[src/rtl/prq_pkg.sv]
// Shared types and constants for the priority ready queue.
// No dependencies; imported by every module of the block.
package prq_pkg;

  localparam int QUEUE_DEPTH = 16;
  localparam int PRIO_BITS   = 8;
  localparam int ID_W        = 4;
  localparam int IN_PRIO_W   = 8;
  localparam int COUNT_OUT_W = 5;
  localparam int CNT_W       = $clog2(QUEUE_DEPTH + 1);
  localparam int IN_DATA_W   = 16;
  localparam int OUT_DATA_W  = 16;

  typedef enum logic [1:0] {
    ACT_INSERT  = 2'd0,
    ACT_POP     = 2'd1,
    ACT_REMOVE  = 2'd2,
    ACT_REQUEUE = 2'd3
  } action_e;

  typedef enum logic [1:0] {
    ST_OK        = 2'd0,
    ST_EMPTY     = 2'd1,
    ST_DUP_FULL  = 2'd2,
    ST_NOT_FOUND = 2'd3
  } status_e;

  // Per-cell command broadcast along the row
  typedef enum logic [1:0] {
    CMD_HOLD  = 2'd0,
    CMD_SHIFT = 2'd1,
    CMD_PLACE = 2'd2
  } cell_op_e;

  typedef struct packed {
    logic [ID_W-1:0]      id;
    logic [PRIO_BITS-1:0] prio;
  } entry_t;

  typedef struct packed {
    cell_op_e             op;
    logic [ID_W-1:0]      id;
    logic [PRIO_BITS-1:0] prio;
  } cell_cmd_t;

endpackage

[src/rtl/prq_cell.sv]
// One slot of the sorted ready list: holds an id and a priority.
// Depends on prq_pkg; instantiated in a row by priority_ready_queue_top.
module prq_cell
  import prq_pkg::*;
(
  input  logic      clk_i,
  input  cell_cmd_t cmd_i,
  input  logic      occ_i,         // slot lies below the entry count
  input  entry_t    prev_entry_i,  // neighbor nearer the head
  input  logic      prev_le_i,     // neighbor stays put on placement
  input  entry_t    next_entry_i,  // neighbor nearer the tail
  input  logic      hit_i,         // id matched at or before the previous slot
  output entry_t    entry_o,
  output logic      le_o,
  output logic      hit_o
);

  entry_t entry_q, entry_d;
  logic   match;

  assign match   = occ_i && (entry_q.id == cmd_i.id);
  assign hit_o   = hit_i || match;
  assign le_o    = occ_i && (entry_q.prio <= cmd_i.prio);
  assign entry_o = entry_q;

  always_comb begin
    entry_d = entry_q;
    unique case (cmd_i.op)
      CMD_HOLD: entry_d = entry_q;
      CMD_SHIFT: begin
        // close the gap left by the removed entry
        if (hit_o) entry_d = next_entry_i;
      end
      CMD_PLACE: begin
        // first slot past the equal-or-more-urgent run takes the new entry; later slots take their head-side neighbor
        if (!le_o) begin
          if (prev_le_i) begin
            entry_d.id   = cmd_i.id;
            entry_d.prio = cmd_i.prio;
          end else begin
            entry_d = prev_entry_i;
          end
        end
      end
      default: entry_d = entry_q;
    endcase
  end

  always_ff @(posedge clk_i) begin
    entry_q <= entry_d;
  end

endmodule

[src/rtl/priority_ready_queue_top.sv]
// Top level of the priority ready queue: control sequencer, cell row, result register.
// Depends on prq_pkg and prq_cell.
//
// Sorted task ready list, lower priority value first, equal priorities in
// arrival order. One action per input transfer (insert, pop head, remove id,
// requeue id with a new priority); each yields exactly one result transfer with
// a status, the popped id, the head after the action and the entry count.
// Items are handled one at a time. Pop and remove pass through the id search
// state (S_FIND) and the result state (S_DONE); insert and requeue also pass
// through S_PLACE between them, since the placement is a second pass over the
// cell row after the id search/removal pass. A rejected insert or a requeue of
// an absent id skips placement. s_axis_tready comes back in the same cycle that
// the result appears in the output register. In each pass every cell compares
// its entry against the broadcast id or priority and loads from a neighbor or
// takes the broadcast entry, with the id-hit flag rippling down the row.
// s_axis_tready is high whenever no item is in progress; a waiting result sits
// in the output register and does not block the next transfer, but its own
// result waits until the previous one is taken. No clearing pass after reset:
// only slots below the entry count are ever looked at.
module priority_ready_queue_top
  import prq_pkg::*;
(
  input  logic                  clk_i,
  input  logic                  rst_ni,
  input  logic                  s_axis_tvalid,
  output logic                  s_axis_tready,
  input  logic [IN_DATA_W-1:0]  s_axis_tdata,   // task_id[3:0], task_prio[11:4], zero pad
  input  logic [1:0]            s_axis_tuser,   // action[1:0]
  output logic                  m_axis_tvalid,
  input  logic                  m_axis_tready,
  output logic [OUT_DATA_W-1:0] m_axis_tdata,   // popped_id[3:0], head_valid[4],
                                                // head_id[8:5], entry_count[13:9], pad
  output logic [1:0]            m_axis_tuser    // status[1:0]
);

  typedef enum logic [3:0] {
    S_IDLE  = 4'b0001,
    S_FIND  = 4'b0010,
    S_PLACE = 4'b0100,
    S_DONE  = 4'b1000
  } state_e;

  state_e                state_q, state_d;
  action_e               act_q, act_d;
  logic [ID_W-1:0]       id_q, id_d;
  logic [PRIO_BITS-1:0]  prio_q, prio_d;
  status_e               status_q, status_d;
  logic [ID_W-1:0]       popped_q, popped_d;
  logic [CNT_W-1:0]      cnt_q, cnt_d;

  logic                  m_valid_q, m_valid_d;
  logic [OUT_DATA_W-1:0] m_data_q, m_data_d;
  logic [1:0]            m_user_q, m_user_d;

  cell_cmd_t             cmd;
  entry_t                entry [QUEUE_DEPTH];
  logic [QUEUE_DEPTH-1:0] occ, le, hit;

  logic in_xfer, out_free, found, full, shift_en;

  assign in_xfer  = s_axis_tvalid && s_axis_tready;
  assign out_free = !m_valid_q || m_axis_tready;
  assign found    = hit[QUEUE_DEPTH-1];
  assign full     = (cnt_q == CNT_W'(QUEUE_DEPTH));

  assign s_axis_tready = (state_q == S_IDLE);
  assign m_axis_tvalid = m_valid_q;
  assign m_axis_tdata  = m_data_q;
  assign m_axis_tuser  = m_user_q;

  // ---------------- cell row ----------------
  assign cmd.op   = shift_en ? CMD_SHIFT : ((state_q == S_PLACE) ? CMD_PLACE : CMD_HOLD);
  assign cmd.id   = id_q;
  assign cmd.prio = prio_q;

  for (genvar i = 0; i < QUEUE_DEPTH; i++) begin : g_cell
    entry_t prev_e, next_e;
    logic   prev_le, prev_hit;

    assign occ[i] = (CNT_W'(i) < cnt_q);

    if (i == 0) begin : g_head
      assign prev_e   = '0;
      assign prev_le  = 1'b1;
      assign prev_hit = (act_q == ACT_POP);  // pop removes the head
    end else begin : g_body
      assign prev_e   = entry[i-1];
      assign prev_le  = le[i-1];
      assign prev_hit = hit[i-1];
    end

    if (i == QUEUE_DEPTH - 1) begin : g_tail
      assign next_e = '0;
    end else begin : g_mid
      assign next_e = entry[i+1];
    end

    prq_cell u_cell (
      .clk_i        (clk_i),
      .cmd_i        (cmd),
      .occ_i        (occ[i]),
      .prev_entry_i (prev_e),
      .prev_le_i    (prev_le),
      .next_entry_i (next_e),
      .hit_i        (prev_hit),
      .entry_o      (entry[i]),
      .le_o         (le[i]),
      .hit_o        (hit[i])
    );
  end

  // ---------------- sequencer ----------------
  always_comb begin
    state_d   = state_q;
    act_d     = act_q;
    id_d      = id_q;
    prio_d    = prio_q;
    status_d  = status_q;
    popped_d  = popped_q;
    cnt_d     = cnt_q;
    shift_en  = 1'b0;
    m_valid_d = m_valid_q && !m_axis_tready;
    m_data_d  = m_data_q;
    m_user_d  = m_user_q;

    unique case (state_q)
      S_IDLE: begin
        if (in_xfer) begin
          act_d    = action_e'(s_axis_tuser);
          id_d     = s_axis_tdata[ID_W-1:0];
          prio_d   = PRIO_BITS'(s_axis_tdata[ID_W +: IN_PRIO_W]);
          status_d = ST_OK;
          popped_d = '0;
          state_d  = S_FIND;
        end
      end
      S_FIND: begin
        state_d = S_DONE;
        unique case (act_q)
          ACT_INSERT: begin
            if (full || found) status_d = ST_DUP_FULL;
            else               state_d  = S_PLACE;
          end
          ACT_POP: begin
            if (cnt_q == '0) begin
              status_d = ST_EMPTY;
            end else begin
              popped_d = entry[0].id;
              shift_en = 1'b1;
              cnt_d    = cnt_q - CNT_W'(1);
            end
          end
          ACT_REMOVE, ACT_REQUEUE: begin
            if (!found) begin
              status_d = ST_NOT_FOUND;
            end else begin
              shift_en = 1'b1;
              cnt_d    = cnt_q - CNT_W'(1);
              if (act_q == ACT_REQUEUE) state_d = S_PLACE;
            end
          end
          default: state_d = S_DONE;
        endcase
      end
      S_PLACE: begin
        cnt_d   = cnt_q + CNT_W'(1);
        state_d = S_DONE;
      end
      S_DONE: begin
        // wait for the previous result to be taken
        if (out_free) begin
          m_valid_d = 1'b1;
          m_user_d  = status_q;
          m_data_d  = '0;
          m_data_d[ID_W-1:0]             = popped_q;
          m_data_d[ID_W]                 = (cnt_q != '0);
          m_data_d[ID_W+1 +: ID_W]       = (cnt_q != '0) ? entry[0].id : '0;
          m_data_d[2*ID_W+1 +: COUNT_OUT_W] = COUNT_OUT_W'(cnt_q);
          state_d   = S_IDLE;
        end
      end
      default: state_d = S_IDLE;
    endcase
  end

  always_ff @(posedge clk_i or negedge rst_ni) begin
    if (!rst_ni) begin
      state_q   <= S_IDLE;
      cnt_q     <= '0;
      m_valid_q <= 1'b0;
    end else begin
      state_q   <= state_d;
      cnt_q     <= cnt_d;
      m_valid_q <= m_valid_d;
    end
  end

  always_ff @(posedge clk_i) begin
    act_q    <= act_d;
    id_q     <= id_d;
    prio_q   <= prio_d;
    status_q <= status_d;
    popped_q <= popped_d;
    m_data_q <= m_data_d;
    m_user_q <= m_user_d;
  end

endmodule

[config.mk]
export PLATFORM = sky130hd
export DESIGN_NAME = priority_ready_queue_top
export DESIGN_NICKNAME = d
export VERILOG_FILES = /design/src/rtl/prq_pkg.sv /design/src/rtl/prq_cell.sv /design/src/rtl/priority_ready_queue_top.sv
export SDC_FILE = /design/constraint.sdc
export NUM_CORES = 1
export LEC_CHECK = 0
export BUFFER_PORTS_ARGS = -buffer_cell sky130_fd_sc_hd__buf_2
export CAP_MARGIN = 20
export CORE_MARGIN = 4
export CORE_UTILIZATION = 45
export CTS_BUF_LIST = sky130_fd_sc_hd__clkbuf_8
export DETAILED_ROUTE_END_ITERATION = 10
export PLACE_DENSITY = 0.73
export SLEW_MARGIN = 20
export SYNTH_ARGS = -nofsm -noshare
export SYNTH_HDL_FRONTEND = slang
export SYNTH_SLANG_ARGS = --single-unit
[constraint.sdc]
create_clock -name clk_i -period 3.4 [get_ports clk_i]
set_clock_uncertainty 0.2 [all_clocks]
set_input_delay 0.34 -clock clk_i [delete_from_list [all_inputs] [get_ports clk_i]]
set_output_delay 0.34 -clock clk_i [all_outputs]
set_load 0.03 [all_outputs]
==> results of run 1 <==
## layout make-up
| type | count | share of cell area |
|---|---|---|
| clock inverters | 32 | 0.0121 |
| repair buffers | 151 | 0.0663 |
| flip-flops and latches | 238 | 0.404 |
| inverters | 37 | 0.00791 |
| well taps | 448 | 0.0319 |
| multi-input cells | 1095 | 0.444 |
| clock buffers | 43 | 0.0337 |
## per-stage QoR
| stage | setup TNS, ns | instances | hold WS, ns |
|---|---|---|---|
| 2_1_floorplan | 0 | 1463 | -0.156 |
| 3_3_place_gp | 0 | 1950 | 0.0201 |
| 3_5_place_dp | -2.31 | 1951 | 0.0257 |
| 4_1_cts | 0 | 2044 | 0.0578 |
| 5_1_grt | 0 | 2044 | 0.0875 |
| 6_report | 0 | 2044 | 0.0858 |
## cell usage after synthesis, types with 10 or more instances
cell type  instances  area, um2
ha_1             132       1650
nand3b_1          15        113
nor2b_1           10       62.6
o21ai_0          196        981
xnor2_1           53        464
nand3_1           34        170
nand4_1           14       87.6
edfxtp_1         228       6850
xor2_1            14        123
buf_2             22        110
a21oi_1           56        280
inv_1             37        139
a32oi_1           11       96.3
and2_1            12       75.1
o22ai_1           22        138
nor3_1            10       50.1
nand2_1          205        769
mux2i_1          180       1800
nor2_1            55        206
a21o_1            18        135
clkbuf_1          65        244
## routing by layer
layer | up-vias | share of wire | GRT usage
met1 | 5620 | 0.44 | 0.289
met3 | 72 | 0.064 | 0.0315
met4 | 0 | 0.027 | 0.0656
li1 | 5578 | - | -
met5 | - | 0 | 0
met2 | 393 | 0.47 | 0.349
## sequential cells by signal (all words and copies together) (netlist names)
name and flops:
act_q 2, cnt_q 5, g_cell.u_cell.entry_o 192, id_q 4, m_axis_tdata 14, m_axis_tuser 2
m_axis_tvalid 1, popped_q 4, prio_q 8, state_q 4, status_q 2
## power by group through the flow
stage	combinational (W)	sequential, W	clock (W)
after floorplan	0.00303	0.00390	0
after global placement	0.00429	0.00392	0
after detailed placement	0.00444	0.00393	0
after CTS	0.00449	0.00387	0.00264
after global routing	0.00495	0.00391	0.00277
final	0.00454	0.00387	0.00260
## worst max-delay path by stage
stage | start | endpoint | slack, ns | cells after the start
after floorplan | prio_q[3]$_DFFE_PP_ | g_cell[11].u_cell.entry_o[0]$_DFFE_PP_ | 0.04 | 10
after detailed placement | cnt_q[0]$_DFFE_PN0P_ | g_cell[6].u_cell.entry_o[0]$_DFFE_PP_ | -0.08 | 10
after global placement | cnt_q[1]$_DFFE_PN0P_ | g_cell[4].u_cell.entry_o[0]$_DFFE_PP_ | 0.005 | 11
after CTS | prio_q[4]$_DFFE_PP_ | g_cell[8].u_cell.entry_o[3]$_DFFE_PP_ | 0.04 | 6
after global routing | cnt_q[1]$_DFFE_PN0P_ | g_cell[2].u_cell.entry_o[3]$_DFFE_PP_ | 0.03 | 12
final | id_q[1]$_DFFE_PP_ | g_cell[14].u_cell.entry_o[6]$_DFFE_PP_ | 0.19 | 11
## cells by family (layout without fill, tap and decap cells)
logic type	count (synthesis)	count (layout)	synth area share
adders and majority gates	132	132	0.108
buffers and inverters	130	263	0.0351
and+or+nand+nor	375	375	0.113
other	1	2	0.000245
DFF	238	238	0.463
AOI/OAI and AO/OA	339	339	0.125
muxes	180	180	0.118
xor gates and xnor gates	67	67	0.0383
## what timing repair did
item                                   CTS  global route
hold buffers                            18             0
endpoints found under the hold margin   27             0
gates resized for setup                  5             1
setup endpoints to repair               57             7
pin swaps                                0             0
==> reports/metrics.yaml, run 1 <==
pwr:
  switching_power_w: 0.00405
  p_leak_nw: 7.84
  intPower_w: 0.00697
  power_frac_comb: 0.412
  clkPwrFrac: 0.236
  vdd.ir_drop.worst_v: 0.000301
  p_sw_frac: 0.367
  p_per_area_nw_per_um2: 628
  total_power_w: 0.0110
  p_seq_frac: 0.352
cts:
  htreeDepth: 2
  clock-root-buffer: "clkbuf_8"
  post_cts_buffers: 0
  cts_buffer_depth: 3
  tritoncts: "done"
  clk_latency_ns: 0.54
  cts.clk_slew.worst_paths_ns: 0.06
  cts_made_buffers: 41
  cts_sinks: 238
sta:
  fmax_mhz: 311
  rsz0062_at_grt: "false"
  setup_viol_count_final: 0
  relSlewSlack: 0.486
  hold_viol: 0
  worst_slew_pin_slew_ns: 0.766
  slew_violations: 0
  fin_ws_ns: 0.186
  finalCritPeriodShare: 0.945
  min_period_ns: 3.21
layout:
  syn2layout_area_growth_pct: 14.6
  multiInputGateArea_um2: 7790
  finish.utilization: 0.523
  design_area_um2: 17600
  seq_area_um2: 7100
  layout_common_cells: "edfxtp_1, nand2_1, o21ai_0"
  diodes: 0
  layout_commonest_cell: "edfxtp_1"
  nFillCells: 2885
  final_nets: 1718
  drive_above_1_share: 0.135
flow_run:
  maxCapViolations: 0
routing:
  drt-vias-per-instance: 5.71
  wl_per_cell_um: 19.5
  drt_iter0_markers: 1048
  drc: 0
  antenna_left: 0
  routed_wl_um: 39900
  firstDrtPassIters: 5
  via_count: 11663
critical_path:
  critPathArrivalTime_ns: 3.22
  endpoint_kind: "flip-flop"
  crit_fanout: 13
  cp_slowest_cell: "nor4_4"
  path_cells: "buf_4 -> buf_4 -> xnor2_1 -> nand4_1 -> o22ai_1 -> buf_4 -> nor4_4 -> and4_1 -> buf_4 -> nor2b_1 -> o22ai_2"
  critPathRequiredTime_ns: 3.41
  regToRegSetupSlack_ns: 0.19
  critical-path-top-delay-family: "simple AND/OR/NAND/NOR gates"
  r2r-start: "id_q[1]$_DFFE_PP_"
  cp_num_buf_inv: 4
  cp-start-kind: "flip-flop"
  criticalPathCategory: "flip-flop to flip-flop"
  reg2reg_depth: 11
  r2r-end: "g_cell[14].u_cell.entry_o[6]$_DFFE_PP_"
  crit_path_frequent_cell: "buf_4"
  cpPeakStageDelay_ns: 0.46
floorplanning:
  num_io_pins: 42
  dieWidth_um: 193
  dieArea_um2: 37100
  die_h_um: 193
  initial_core_util: 0.457
  rows: 67
  coreArea_um2: 33500
placed_design:
  gp_congestion: 0.878
  placed_area_um2: 16500
  port_buffers: 35
  dpl_worst_slack_ns: -0.0795
  dp_hpwl_um: 29000
synthesis:
  synth-seq-cells: 238
  synthArstFlopShare: 0.0420
  syn_area_um2: 15300
  avgSynthCellArea_um2: 10.5
  syn_inst: 1462
  synthFlopType: "edfxtp_1"
  synth_warnings: 0
  yosysSeqAreaShare: 0.463
  ys_types: 55
  synth_edf_count: 228
global_routing:
  grt_overflow_total: 0
  grt_pass1_vias: 11550
  track_usage: 0.211
  antenna_found_initial: 0
  grt_max_degree: 138
  grt_pass1_wl_um: 62100
status:
  status: "finished clean"
min_path:
  min_path_type: "primary input to async pin"
Note: power is estimated with default switching activity, not from simulation.
==> inputs of run 2 (changes only) <==
Settings changed: MAX_ROUTING_LAYER set to met4.
==> run 2 against run 1 <==
  * Via count up 0.55%
  * Critical path type unchanged
  * Critical path depth down 1
  * Cell count down 0.49%
  * First-iteration DRC count up 3.7%
  * Maximum frequency up 1.7%
  * Combinational power about the same
  * Non-clock buffer count down 4
  * Global-route usage up 0.92 points
  * Clock power down 12%
  * Worst hold slack better by 0.021 ns
  * Flip-flop and latch count unchanged
==> reports/metrics.yaml, run 2 (same netlist as run 1, synthesis figures left out) <==
status:
  status: "finished clean"
layout:
  layout_commonest_cell: "edfxtp_1"
  largest_reg_flops: 192
  drive_above_1_share: 0.127
  final_nets: 1713
  stdcell_count: 2034
  diodes: 0
  syn2layout_area_growth_pct: 13.8
  design_area_um2: 17400
  layout_common_cells: "edfxtp_1, nand2_1, o21ai_0"
sta:
  slew_violations: 0
  fmax_mhz: 316
  hold_viol: 0
  setup_viol_count_final: 0
  worst_slew_pin_slew_ns: 0.922
  finalCritPeriodShare: 0.930
  min_period_ns: 3.16
  rsz0062_at_grt: "false"
  fin_tns_setup_ns: 0
  relSlewSlack: 0.385
floorplanning:
  rows: 67
  num_io_pins: 42
  coreArea_um2: 33500
  die_h_um: 193
  dieArea_um2: 37100
  dieWidth_um: 193
  initial_core_util: 0.457
critical_path:
  crit_fanout: 12
  regToRegSetupSlack_ns: 0.24
  critPathArrivalTime_ns: 3.20
  critPathRequiredTime_ns: 3.44
  cp_num_buf_inv: 2
  cp_slowest_cell: "nor4_4"
  cp-start-kind: "flip-flop"
  critical-path-top-delay-family: "simple AND/OR/NAND/NOR gates"
  criticalPathCategory: "flip-flop to flip-flop"
  path_cells: "or2_1 -> buf_4 -> nor4_4 -> o21ba_2 -> nand4b_4 -> nor4_4 -> and4_1 -> buf_4 -> nor2b_1 -> o22ai_2"
  endpoint_kind: "flip-flop"
  cpPeakStageDelay_ns: 0.43
pwr:
  total_power_w: 0.0107
  p_per_area_nw_per_um2: 614
  vdd.ir_drop.worst_v: 0.000325
  p_leak_nw: 7.79
cts:
  tritoncts: "done"
  cts.clk_slew.worst_paths_ns: 0.06
  cts_sinks: 238
  clock-root-buffer: "clkbuf_8"
  cts_buffer_depth: 3
  clk_latency_ns: 0.57
  htreeDepth: 2
  cts_made_buffers: 40
routing:
  firstDrtPassIters: 5
  routed_wl_um: 39800
  antenna_left: 0
  drt-vias-per-instance: 5.77
  wl_per_cell_um: 19.6
  drc: 0
  via_count: 11727
  drt_iter0_markers: 1087
placed_design:
  gp_congestion: 0.886
  dp_hpwl_um: 28700
  placed_area_um2: 16500
  port_buffers: 35
  place_inst: 1946
global_routing:
  antenna_found_initial: 0
  grt_max_degree: 111
  grt_pass1_wl_um: 62700
  grt_overflow_total: 0
  track_usage: 0.221
  grt_pass1_vias: 11506
flow_run:
  maxCapViolations: 0
min_path:
  min_path_type: "primary input to async pin"
-- run 2: path summary, 6_finish.rpt --
kind,start,end,depth (start not counted)
max,cnt_q[0]$_DFFE_PN0P_,g_cell[14].u_cell.entry_o[2]$_DFFE_PP_,10
min,rst_ni,state_q[0]$_DFFE_PN1P_,2
max reg2reg,cnt_q[0]$_DFFE_PN0P_,g_cell[14].u_cell.entry_o[2]$_DFFE_PP_,10
min reg2reg,popped_q[0]$_SDFFCE_PN0P_,m_axis_tdata[0]$_DFFE_PP_,0
max in group asynchronous,rst_ni,state_q[1]$_DFFE_PN0P_,3
min in group clk_i,popped_q[0]$_SDFFCE_PN0P_,m_axis_tdata[0]$_DFFE_PP_,0
-- run 2: what timing repair did --
item	4_1_cts	5_1_grt
buffers inserted	0	0
hold buffers	18	0
endpoints found under the setup margin	40	0
hold endpoints to repair	27	0
resized for setup	4	0
-- run 2: area by class of cell --
class | count | area (um2)
Fill cell | 2947 | 16100
Sequential cell | 238 | 7100
Clock buffer | 40 | 551
Timing Repair Buffer | 147 | 1170
Tap cell | 448 | 561
Inverter | 37 | 139
Clock inverter | 29 | 129
Multi-Input combinational cell | 1095 | 7780
-- run 2: stage by stage --
step           worst slack (ns)  hold WS (ns)  utilization
4_1_cts                  0.0401        0.0703        0.519
5_1_grt                  0.0447        0.0867        0.520
6_report                  0.238         0.107        0.520
3_5_place_dp            -0.0244        0.0244        0.493
3_3_place_gp             0.0185        0.0199        0.492
2_1_floorplan            0.0395        -0.156            -
-- run 2: where the power goes --
part / switching [W] / total, W / leakage [nW] / internal [W]
clock network: 0.00118 / 0.00228 / 0.395 / 0.00110
registers: 0.000238 / 0.00388 / 2.18 / 0.00364
logic: 0.00260 / 0.00455 / 5.21 / 0.00194
total: 0.00402 / 0.0107 / 7.79 / 0.00668
-- run 2: routing by layer --
layer  share of wire  routed length, um  GRT usage  up-vias
li1                -                  -          -     5560
met1            0.44              17400      0.291     5666
met2            0.46              18500      0.354      417
met3           0.069               2730     0.0333       84
met4           0.029               1140     0.0691        0
met5               0                  0          -        -
